[src/rtl/wrp_pkg.sv]
package wrp_pkg;

  localparam int unsigned IDX_W     = 6;
  localparam int unsigned WV_W      = 16;
  localparam int unsigned RAND_W    = 17;
  localparam int unsigned SUM_W     = 22;
  localparam int unsigned CNT_W     = 7;
  localparam int unsigned FRAC_BITS = 16;
  localparam int unsigned RBIT_W    = $clog2(RAND_W);

  localparam logic CMD_WRITE = 1'b0;
  localparam logic CMD_PICK  = 1'b1;

endpackage

[src/rtl/weighted_random_pick.sv]
// weighted_random_pick: roulette wheel selection over a table of weights.
// Input channel (in_valid_i / in_stall_o) carries one command per item:
//   command 0 writes weight_value_i to entry entry_index_i and updates the
//   running total; command 1 picks an entry with rand_fraction_i (Q1.16).
// Output channel (out_valid_o / out_stall_i) returns one item per command:
//   found_o, chosen_index_o and weight_sum_o (total after the command).
// cfg_we_i / cfg_wdata_i set object_count, the number of entries a pick sees.
// After reset the table is cleared one entry per cycle, with in_stall_o high;
// the config port is taken at any time.
// A write reads the old weight, subtracts it, adds the new one and stores
// it, then gives the result. A pick makes one pass through the table memory
// to sum the considered weights, a shift-add multiply, and a second pass to
// find the span; all of it runs through one shared adder.
// A pick with a zero fraction or no entries goes straight to the result.
// One item is in work at a time. The result sits in an output register, so
// the next item is taken while a result waits; a stalled receiver holds the
// result and blocks completion of the following item only.
module weighted_random_pick #(
  parameter int unsigned MAX_ENTRIES = 64,
  parameter int unsigned WEIGHT_BITS = 16
) (
  input  logic                              clk_i,
  input  logic                              rst_ni,
  input  logic                              cfg_we_i,
  input  logic [wrp_pkg::CNT_W-1:0]         cfg_wdata_i,
  input  logic                              in_valid_i,
  output logic                              in_stall_o,
  input  logic                              command_i,
  input  logic [wrp_pkg::IDX_W-1:0]         entry_index_i,
  input  logic [wrp_pkg::WV_W-1:0]          weight_value_i,
  input  logic [wrp_pkg::RAND_W-1:0]        rand_fraction_i,
  output logic                              out_valid_o,
  input  logic                              out_stall_i,
  output logic                              found_o,
  output logic [wrp_pkg::IDX_W-1:0]         chosen_index_o,
  output logic [wrp_pkg::SUM_W-1:0]         weight_sum_o
);

  localparam int unsigned AW = (MAX_ENTRIES > 1) ? $clog2(MAX_ENTRIES) : 1;
  localparam int unsigned CW = $clog2(MAX_ENTRIES + 1);
  localparam int unsigned WB = WEIGHT_BITS;
  localparam int unsigned SW = WEIGHT_BITS + AW;
  localparam int unsigned PW = wrp_pkg::RAND_W + SW;

  localparam logic [3:0] S_CLEAR = 4'd0;
  localparam logic [3:0] S_IDLE  = 4'd1;
  localparam logic [3:0] S_WRD   = 4'd2;
  localparam logic [3:0] S_WSUB  = 4'd3;
  localparam logic [3:0] S_WADD  = 4'd4;
  localparam logic [3:0] S_SUM   = 4'd5;
  localparam logic [3:0] S_MUL   = 4'd6;
  localparam logic [3:0] S_WALK  = 4'd7;
  localparam logic [3:0] S_DONE  = 4'd8;

  logic [WB-1:0] mem [MAX_ENTRIES];

  logic [3:0]                      state_q, state_d;
  logic [wrp_pkg::CNT_W-1:0]       count_q;
  logic [SW-1:0]                   total_q, total_d;
  logic [CW-1:0]                   ptr_q, ptr_d;
  logic [CW-1:0]                   n_q, n_d;
  logic                            pend_q, pend_d;
  logic [AW-1:0]                   didx_q, didx_d;
  logic [PW-1:0]                   acc_q, acc_d;
  logic [SW-1:0]                   cum_q, cum_d;
  logic [wrp_pkg::RBIT_W-1:0]      bit_q, bit_d;
  logic [WB-1:0]                   wv_q, wv_d;
  logic [wrp_pkg::RAND_W-1:0]      r_q, r_d;
  logic                            res_found_q, res_found_d;
  logic [wrp_pkg::IDX_W-1:0]       res_idx_q, res_idx_d;
  logic [WB-1:0]                   rd_data_q;

  logic                            out_valid_q, out_valid_d;
  logic                            out_found_q, out_found_d;
  logic [wrp_pkg::IDX_W-1:0]       out_idx_q, out_idx_d;
  logic [wrp_pkg::SUM_W-1:0]       out_sum_q, out_sum_d;

  logic                            mem_we;
  logic [WB-1:0]                   mem_wdata;
  logic                            in_acc;
  logic                            issue;
  logic                            hit;

  // shared adder / subtractor
  logic [PW-1:0] add_a, add_b, add_res;
  logic          add_sub;

  assign add_res = add_a + (add_sub ? ~add_b : add_b) + PW'(add_sub);

  assign in_stall_o = (state_q != S_IDLE);
  assign in_acc     = in_valid_i && !in_stall_o;
  assign issue      = (ptr_q < n_q);
  assign hit        = (rd_data_q != '0) &&
                      (acc_q <= PW'({add_res[SW-1:0], {wrp_pkg::FRAC_BITS{1'b0}}}));

  always_comb begin
    add_a   = PW'(total_q);
    add_b   = PW'(wv_q);
    add_sub = 1'b0;
    case (state_q)
      S_WSUB: begin
        add_b   = PW'(rd_data_q);
        add_sub = 1'b1;
      end
      S_SUM: begin
        add_a = acc_q;
        add_b = PW'(rd_data_q);
      end
      S_MUL: begin
        add_a = {acc_q[PW-2:0], 1'b0};
        add_b = r_q[bit_q] ? PW'(cum_q) : '0;
      end
      S_WALK: begin
        add_a = PW'(cum_q);
        add_b = PW'(rd_data_q);
      end
      default: begin
      end
    endcase
  end

  always_comb begin
    state_d     = state_q;
    total_d     = total_q;
    ptr_d       = ptr_q;
    n_d         = n_q;
    pend_d      = pend_q;
    didx_d      = didx_q;
    acc_d       = acc_q;
    cum_d       = cum_q;
    bit_d       = bit_q;
    wv_d        = wv_q;
    r_d         = r_q;
    res_found_d = res_found_q;
    res_idx_d   = res_idx_q;
    mem_we      = 1'b0;
    mem_wdata   = '0;
    out_valid_d = out_valid_q && out_stall_i;
    out_found_d = out_found_q;
    out_idx_d   = out_idx_q;
    out_sum_d   = out_sum_q;

    case (state_q)
      S_CLEAR: begin
        mem_we = 1'b1;
        ptr_d  = ptr_q + CW'(1);
        if (ptr_q == CW'(MAX_ENTRIES - 1)) begin
          state_d = S_IDLE;
        end
      end
      S_IDLE: begin
        if (in_acc) begin
          wv_d        = WB'(weight_value_i);
          r_d         = rand_fraction_i;
          res_found_d = 1'b0;
          res_idx_d   = '0;
          acc_d       = '0;
          ptr_d       = '0;
          pend_d      = 1'b0;
          if (int'(count_q) > int'(MAX_ENTRIES)) begin
            n_d = CW'(MAX_ENTRIES);
          end else begin
            n_d = CW'(count_q);
          end
          if (command_i == wrp_pkg::CMD_WRITE) begin
            if (int'(entry_index_i) < int'(MAX_ENTRIES)) begin
              ptr_d   = CW'(entry_index_i);
              state_d = S_WRD;
            end else begin
              state_d = S_DONE;
            end
          end else if (rand_fraction_i == '0 || count_q == '0) begin
            state_d = S_DONE;
          end else begin
            state_d = S_SUM;
          end
        end
      end
      S_WRD: begin
        state_d = S_WSUB;
      end
      S_WSUB: begin
        total_d = add_res[SW-1:0];
        state_d = S_WADD;
      end
      S_WADD: begin
        total_d   = add_res[SW-1:0];
        mem_we    = 1'b1;
        mem_wdata = wv_q;
        state_d   = S_DONE;
      end
      S_SUM: begin
        if (pend_q) begin
          acc_d = add_res;
        end
        pend_d = issue;
        if (issue) begin
          ptr_d = ptr_q + CW'(1);
        end else if (!pend_q) begin
          // table sum done, start the shift-add multiply r * sum
          if (acc_q == '0) begin
            state_d = S_DONE;
          end else begin
            cum_d   = acc_q[SW-1:0];
            acc_d   = '0;
            bit_d   = wrp_pkg::RBIT_W'(wrp_pkg::RAND_W - 1);
            state_d = S_MUL;
          end
        end
      end
      S_MUL: begin
        acc_d = add_res;
        bit_d = bit_q - wrp_pkg::RBIT_W'(1);
        if (bit_q == '0) begin
          cum_d   = '0;
          ptr_d   = '0;
          pend_d  = 1'b0;
          state_d = S_WALK;
        end
      end
      S_WALK: begin
        pend_d = issue;
        if (issue) begin
          ptr_d  = ptr_q + CW'(1);
          didx_d = ptr_q[AW-1:0];
        end
        // r nonzero and earlier spans missed, so only the upper bound is left
        if (pend_q) begin
          cum_d = add_res[SW-1:0];
          if (hit) begin
            res_found_d = 1'b1;
            res_idx_d   = wrp_pkg::IDX_W'(didx_q);
            state_d     = S_DONE;
          end
        end
        if (!issue && !pend_q) begin
          state_d = S_DONE;
        end
      end
      S_DONE: begin
        if (!out_valid_q || !out_stall_i) begin
          out_valid_d = 1'b1;
          out_found_d = res_found_q;
          out_idx_d   = res_idx_q;
          out_sum_d   = wrp_pkg::SUM_W'(total_q);
          state_d     = S_IDLE;
        end
      end
      default: begin
        state_d = S_IDLE;
      end
    endcase
  end

  always_ff @(posedge clk_i) begin
    if (mem_we) begin
      mem[ptr_q[AW-1:0]] <= mem_wdata;
    end
    rd_data_q <= mem[ptr_q[AW-1:0]];
  end

  always_ff @(posedge clk_i or negedge rst_ni) begin
    if (!rst_ni) begin
      state_q     <= S_CLEAR;
      count_q     <= '0;
      total_q     <= '0;
      ptr_q       <= '0;
      pend_q      <= 1'b0;
      out_valid_q <= 1'b0;
    end else begin
      state_q     <= state_d;
      if (cfg_we_i) begin
        count_q <= cfg_wdata_i;
      end
      total_q     <= total_d;
      ptr_q       <= ptr_d;
      pend_q      <= pend_d;
      out_valid_q <= out_valid_d;
    end
  end

  always_ff @(posedge clk_i) begin
    n_q         <= n_d;
    didx_q      <= didx_d;
    acc_q       <= acc_d;
    cum_q       <= cum_d;
    bit_q       <= bit_d;
    wv_q        <= wv_d;
    r_q         <= r_d;
    res_found_q <= res_found_d;
    res_idx_q   <= res_idx_d;
    out_found_q <= out_found_d;
    out_idx_q   <= out_idx_d;
    out_sum_q   <= out_sum_d;
  end

  assign out_valid_o    = out_valid_q;
  assign found_o        = out_found_q;
  assign chosen_index_o = out_idx_q;
  assign weight_sum_o   = out_sum_q;

  a_busy_after_accept: assert property (@(posedge clk_i) disable iff (!rst_ni)
    in_acc |=> in_stall_o)
    else $error("block not busy after taking an item");

  a_result_from_done: assert property (@(posedge clk_i) disable iff (!rst_ni)
    $rose(out_valid_q) |-> $past(state_q) == S_DONE)
    else $error("result shown without finishing an item");

  a_walk_in_range: assert property (@(posedge clk_i) disable iff (!rst_ni)
    (state_q == S_WALK || state_q == S_SUM) |-> ptr_q <= n_q)
    else $error("table pointer beyond considered entries");

  a_found_on_pick_only: assert property (@(posedge clk_i) disable iff (!rst_ni)
    (state_q == S_DONE && res_found_q) |-> r_q != '0)
    else $error("entry found with zero fraction");

endmodule
[config.mk]
export PLATFORM = sky130hd
export DESIGN_NAME = weighted_random_pick
export DESIGN_NICKNAME = d
export VERILOG_FILES = /design/src/rtl/wrp_pkg.sv /design/src/rtl/weighted_random_pick.sv
export SDC_FILE = /design/constraint.sdc
export NUM_CORES = 1
export LEC_CHECK = 0
export ABC_CLOCK_PERIOD_IN_PS = 20300
export CAP_MARGIN = 20
export CELL_PAD_IN_SITES_DETAIL_PLACEMENT = 1
export CELL_PAD_IN_SITES_GLOBAL_PLACEMENT = 2
export CORE_MARGIN = 2
export CORE_UTILIZATION = 51
export CTS_BUF_LIST = sky130_fd_sc_hd__clkbuf_4 sky130_fd_sc_hd__clkbuf_8 sky130_fd_sc_hd__clkbuf_16
export CTS_CLUSTER_DIAMETER = 40
export DETAILED_ROUTE_END_ITERATION = 8
export DONT_BUFFER_PORTS = 1
export PLACE_DENSITY = 0.94
export REMOVE_ABC_BUFFERS = 1
export SETUP_SLACK_MARGIN = 0.3
export SLEW_MARGIN = 20
export SYNTH_ARGS = -nofsm -noshare
export SYNTH_HDL_FRONTEND = slang
export SYNTH_SLANG_ARGS = --single-unit
[constraint.sdc]
create_clock -name clk_i -period 20.3 [get_ports clk_i]
set_clock_uncertainty 0.15 [all_clocks]
set_input_delay 2.03 -clock clk_i [delete_from_list [all_inputs] [get_ports clk_i]]
set_output_delay 2.03 -clock clk_i [all_outputs]
set_load 0.005 [all_outputs]
==> impl_metrics.ini <==
[run_status]
status = completed

[global_routing]
grt_max_degree = 111
first_global_vias = 34500
grt-ovfl-total = 0
grtUsageTotal_pct = 34.6
antenna_found_initial = 12
grt_pass1_wl_um = 247000

[clocking]
clockRootBuffer = clkbuf_16
cts_max_level = 4
clock_sinks = 1230
clk_latency_ps = 770
clock_path_buffers = 3
cts_resized = 0
numCtsBuffers = 146
hold_buffers = 0
cts_tree = done
path_clk_slew_ps = 60
cts_setup_buffers = 0

[worst_setup_path]
crit_type = flip-flop to flip-flop
path_buf_inv = 2
worstPathMaxFanout = 20
r2r_setup_slack_ps = 11060
slowest_stage = clkinv_1
r2r_cells = 31
critPathTopFamily = compound AO/OA/AOI/OAI gates
cp.arrival_ps = 9490
cp-end-kind = flip-flop
r2r-start = state_q[1]$_DFFE_PN0P_
cp.depth = 31
reg2reg_to = res_idx_q[0]$_SDFFCE_PN0P_
cp_common_cell = a21oi_1
critPathLaunch = state_q[1]$_DFFE_PN0P_
slowest_delay_ps = 730
worstPathRequired_ps = 20550
cp-start-kind = flip-flop
endpoint = res_idx_q[0]$_SDFFCE_PN0P_

[sta]
hold_slack_ps = 279
worst_slew_pin_slew_ps = 1210
finalHoldViolCount = 0
period_share_pct = 45.5
drv_slew = 0
period_needed_ps = 9240
rsz0062_at_grt = false
relSlewSlack_pct = 19.6
setup_viol = 0
fin_setup_tns_ps = 0
fmax_mhz = 108

[synth]
synthesis.area_um2 = 49400
synth-edff-count = 1172
synth_top_area_share_pct = 71.3
ys_seq_elements = 1230
yosys_warnings = 0
synth_ff_type = edfxtp_1
synthArstFlopShare_pct = 3.41
synth.distinct_cells = 77
ys_seq_area_share_pct = 74.0
synth_area_per_cell_um2 = 15.3
yosys.area.top_type = edfxtp_1
synth_cells = 3232
synthTopCellsByArea = edfxtp_1 71%, a22oi_1 6.3%, dfrtp_1 2.1%, ha_1 1.6%, a22o_1 1.4%

[finish]
fin_area_um2 = 56400
fill_cells = 8755
area_delta_synth_final_pct = 14.2
drive_gt1_share_pct = 12.8
fin_nets = 3410

[die]
pin_count = 83
core_um2 = 96300
die_w_um = 315
die_area_um2 = 99400
rows = 114
start_util_pct = 51.3
die_y_um = 315

[pwr]
power_leakage_nw = 18.6
powerDensity_nw_per_um2 = 158
max-vdd-ir-drop_v = 0.000101

[route]
drt_iter0_markers = 4994
antenna_left = 0
drt-pass1-iter-count = 9
wirelength_um = 173000
drc_errors = 0
wl_per_cell_um = 36.8
vias = 33600
avgViaCountPerCell = 7.17

[hold_path]
hold_path_class = flip-flop to flip-flop

[place]
placed_area_um2 = 51300
dp_hpwl_um = 96600
io_buffers = 0
place.gp.congestion = 0.934

[job]
maxCapViolCount = 0
## routing by layer
metal	wire length, µm	track usage [%]	vias to the layer above
met1	61500	43.5	17100
met4	9650	16.9	12
met3	18600	8.38	654
met5	119	0	-
met2	83000	56.3	2553
li1	-	-	13400
## logic make-up (layout without fill, tap and decap cells)
group                      count (synthesis)  count (layout)  synth area share [%]
DFF                                     1230            1230                  74.0
xor gates and xnor gates                  52              52                 0.922
buffers and inverters                    249             432                  1.92
adders and majority gates                 65              65                  1.66
muxes                                     38              38                 0.793
other                                      0               1                     0
and+or+nand+nor                          535             535                  5.30
AOI/OAI and AO/OA                       1063            1063                  15.4
## area by class of cell
type / instances / area (µm²) / area share [%]
Timing Repair Buffer: 119 / 983 / 1.74
Clock inverter: 95 / 1120 / 1.99
Tap cell: 1276 / 1600 / 2.83
Clock buffer: 175 / 3940 / 6.98
Multi-Input combinational cell: 1753 / 12100 / 21.4
Sequential cell: 1230 / 36600 / 64.8
Antenna cell: 1 / 2.50 / 0.00443
Inverter: 43 / 161 / 0.286
## cells in the mapped netlist, drive strengths merged, types with 6 or more instances
| master | number |
|---|---|
| edfxtp | 1172 |
| a22oi | 412 |
| clkbuf | 166 |
| nor2 | 141 |
| nand2 | 138 |
| a21oi | 134 |
| o21ai | 122 |
| a22o | 81 |
| a31oi | 70 |
| ha | 64 |
| a221oi | 58 |
| a41oi | 49 |
| nand3 | 47 |
| and3 | 43 |
| dfrtp | 42 |
| inv | 42 |
| buf | 40 |
| nand4 | 40 |
| xnor2 | 39 |
| a21o | 38 |
| nor4 | 37 |
| mux2i | 29 |
| nor3 | 21 |
| dfxtp | 16 |
| a222oi | 15 |
| nor2b | 15 |
| nand2b | 13 |
| o21bai | 13 |
| xor2 | 13 |
| or3 | 12 |
| o22ai | 10 |
| mux2 | 9 |
| nand3b | 7 |
| o31ai | 7 |
| o21a | 6 |
## cells in the final DEF, fill, tap and decap left out, drive strengths merged, types with 38 or more instances in the layout
cell type	count
nand2	138
a22o	81
clkbuf	175
and3	43
a21oi	134
inv	59
a22oi	412
nand4	40
edfxtp	1172
a41oi	49
clkinv	49
a21o	38
o21ai	122
nand3	47
nor2	141
a31oi	70
xnor2	39
a221oi	58
ha	64
dfrtp	42
buf	119
## state kept, by name, summed over array words and instances (netlist names), 16 cells and up
signal and count:
cum_q 22, total_q 22, mem 1024, r_q 17
rd_data_q 16, acc_q 39, wv_q 16, weight_sum_o 22
## per-stage QoR
stage                     worst slack [ps]  util [%]  cells  power (mW)
after floorplan                       9320         -   3026        4.91
after global placement               11670      53.3   4419        5.82
after detailed placement             11420      53.3   4419        5.98
after CTS                            11330      58.5   4689        8.77
after global routing                 10610      58.6   4691        9.11
final                                11060      58.6   4692        8.89
## how the worst min path moves through the flow
| stage | startpoint | endpoint | depth (start not counted) |
|---|---|---|---|
| 2_1_floorplan | res_idx_q[0]$_SDFFCE_PN0P_ | chosen_index_o[0]$_DFFE_PP_ | 0 |
| 3_3_place_gp | res_idx_q[2]$_SDFFCE_PN0P_ | chosen_index_o[2]$_DFFE_PP_ | 0 |
| 3_5_place_dp | res_idx_q[2]$_SDFFCE_PN0P_ | chosen_index_o[2]$_DFFE_PP_ | 0 |
| 4_1_cts | res_idx_q[2]$_SDFFCE_PN0P_ | chosen_index_o[2]$_DFFE_PP_ | 0 |
| 5_1_grt | res_idx_q[1]$_SDFFCE_PN0P_ | chosen_index_o[1]$_DFFE_PP_ | 0 |
| 6_report | res_idx_q[2]$_SDFFCE_PN0P_ | chosen_index_o[2]$_DFFE_PP_ | 0 |
## report_power, final
part	total, mW	internal, mW	leakage [nW]	switching [mW]
clock network	2.77	1.66	2.50	1.11
registers	3.25	3.07	11.4	0.185
logic	2.87	0.825	4.72	2.04
No activity file was read; power rests on OpenSTA's default activity.
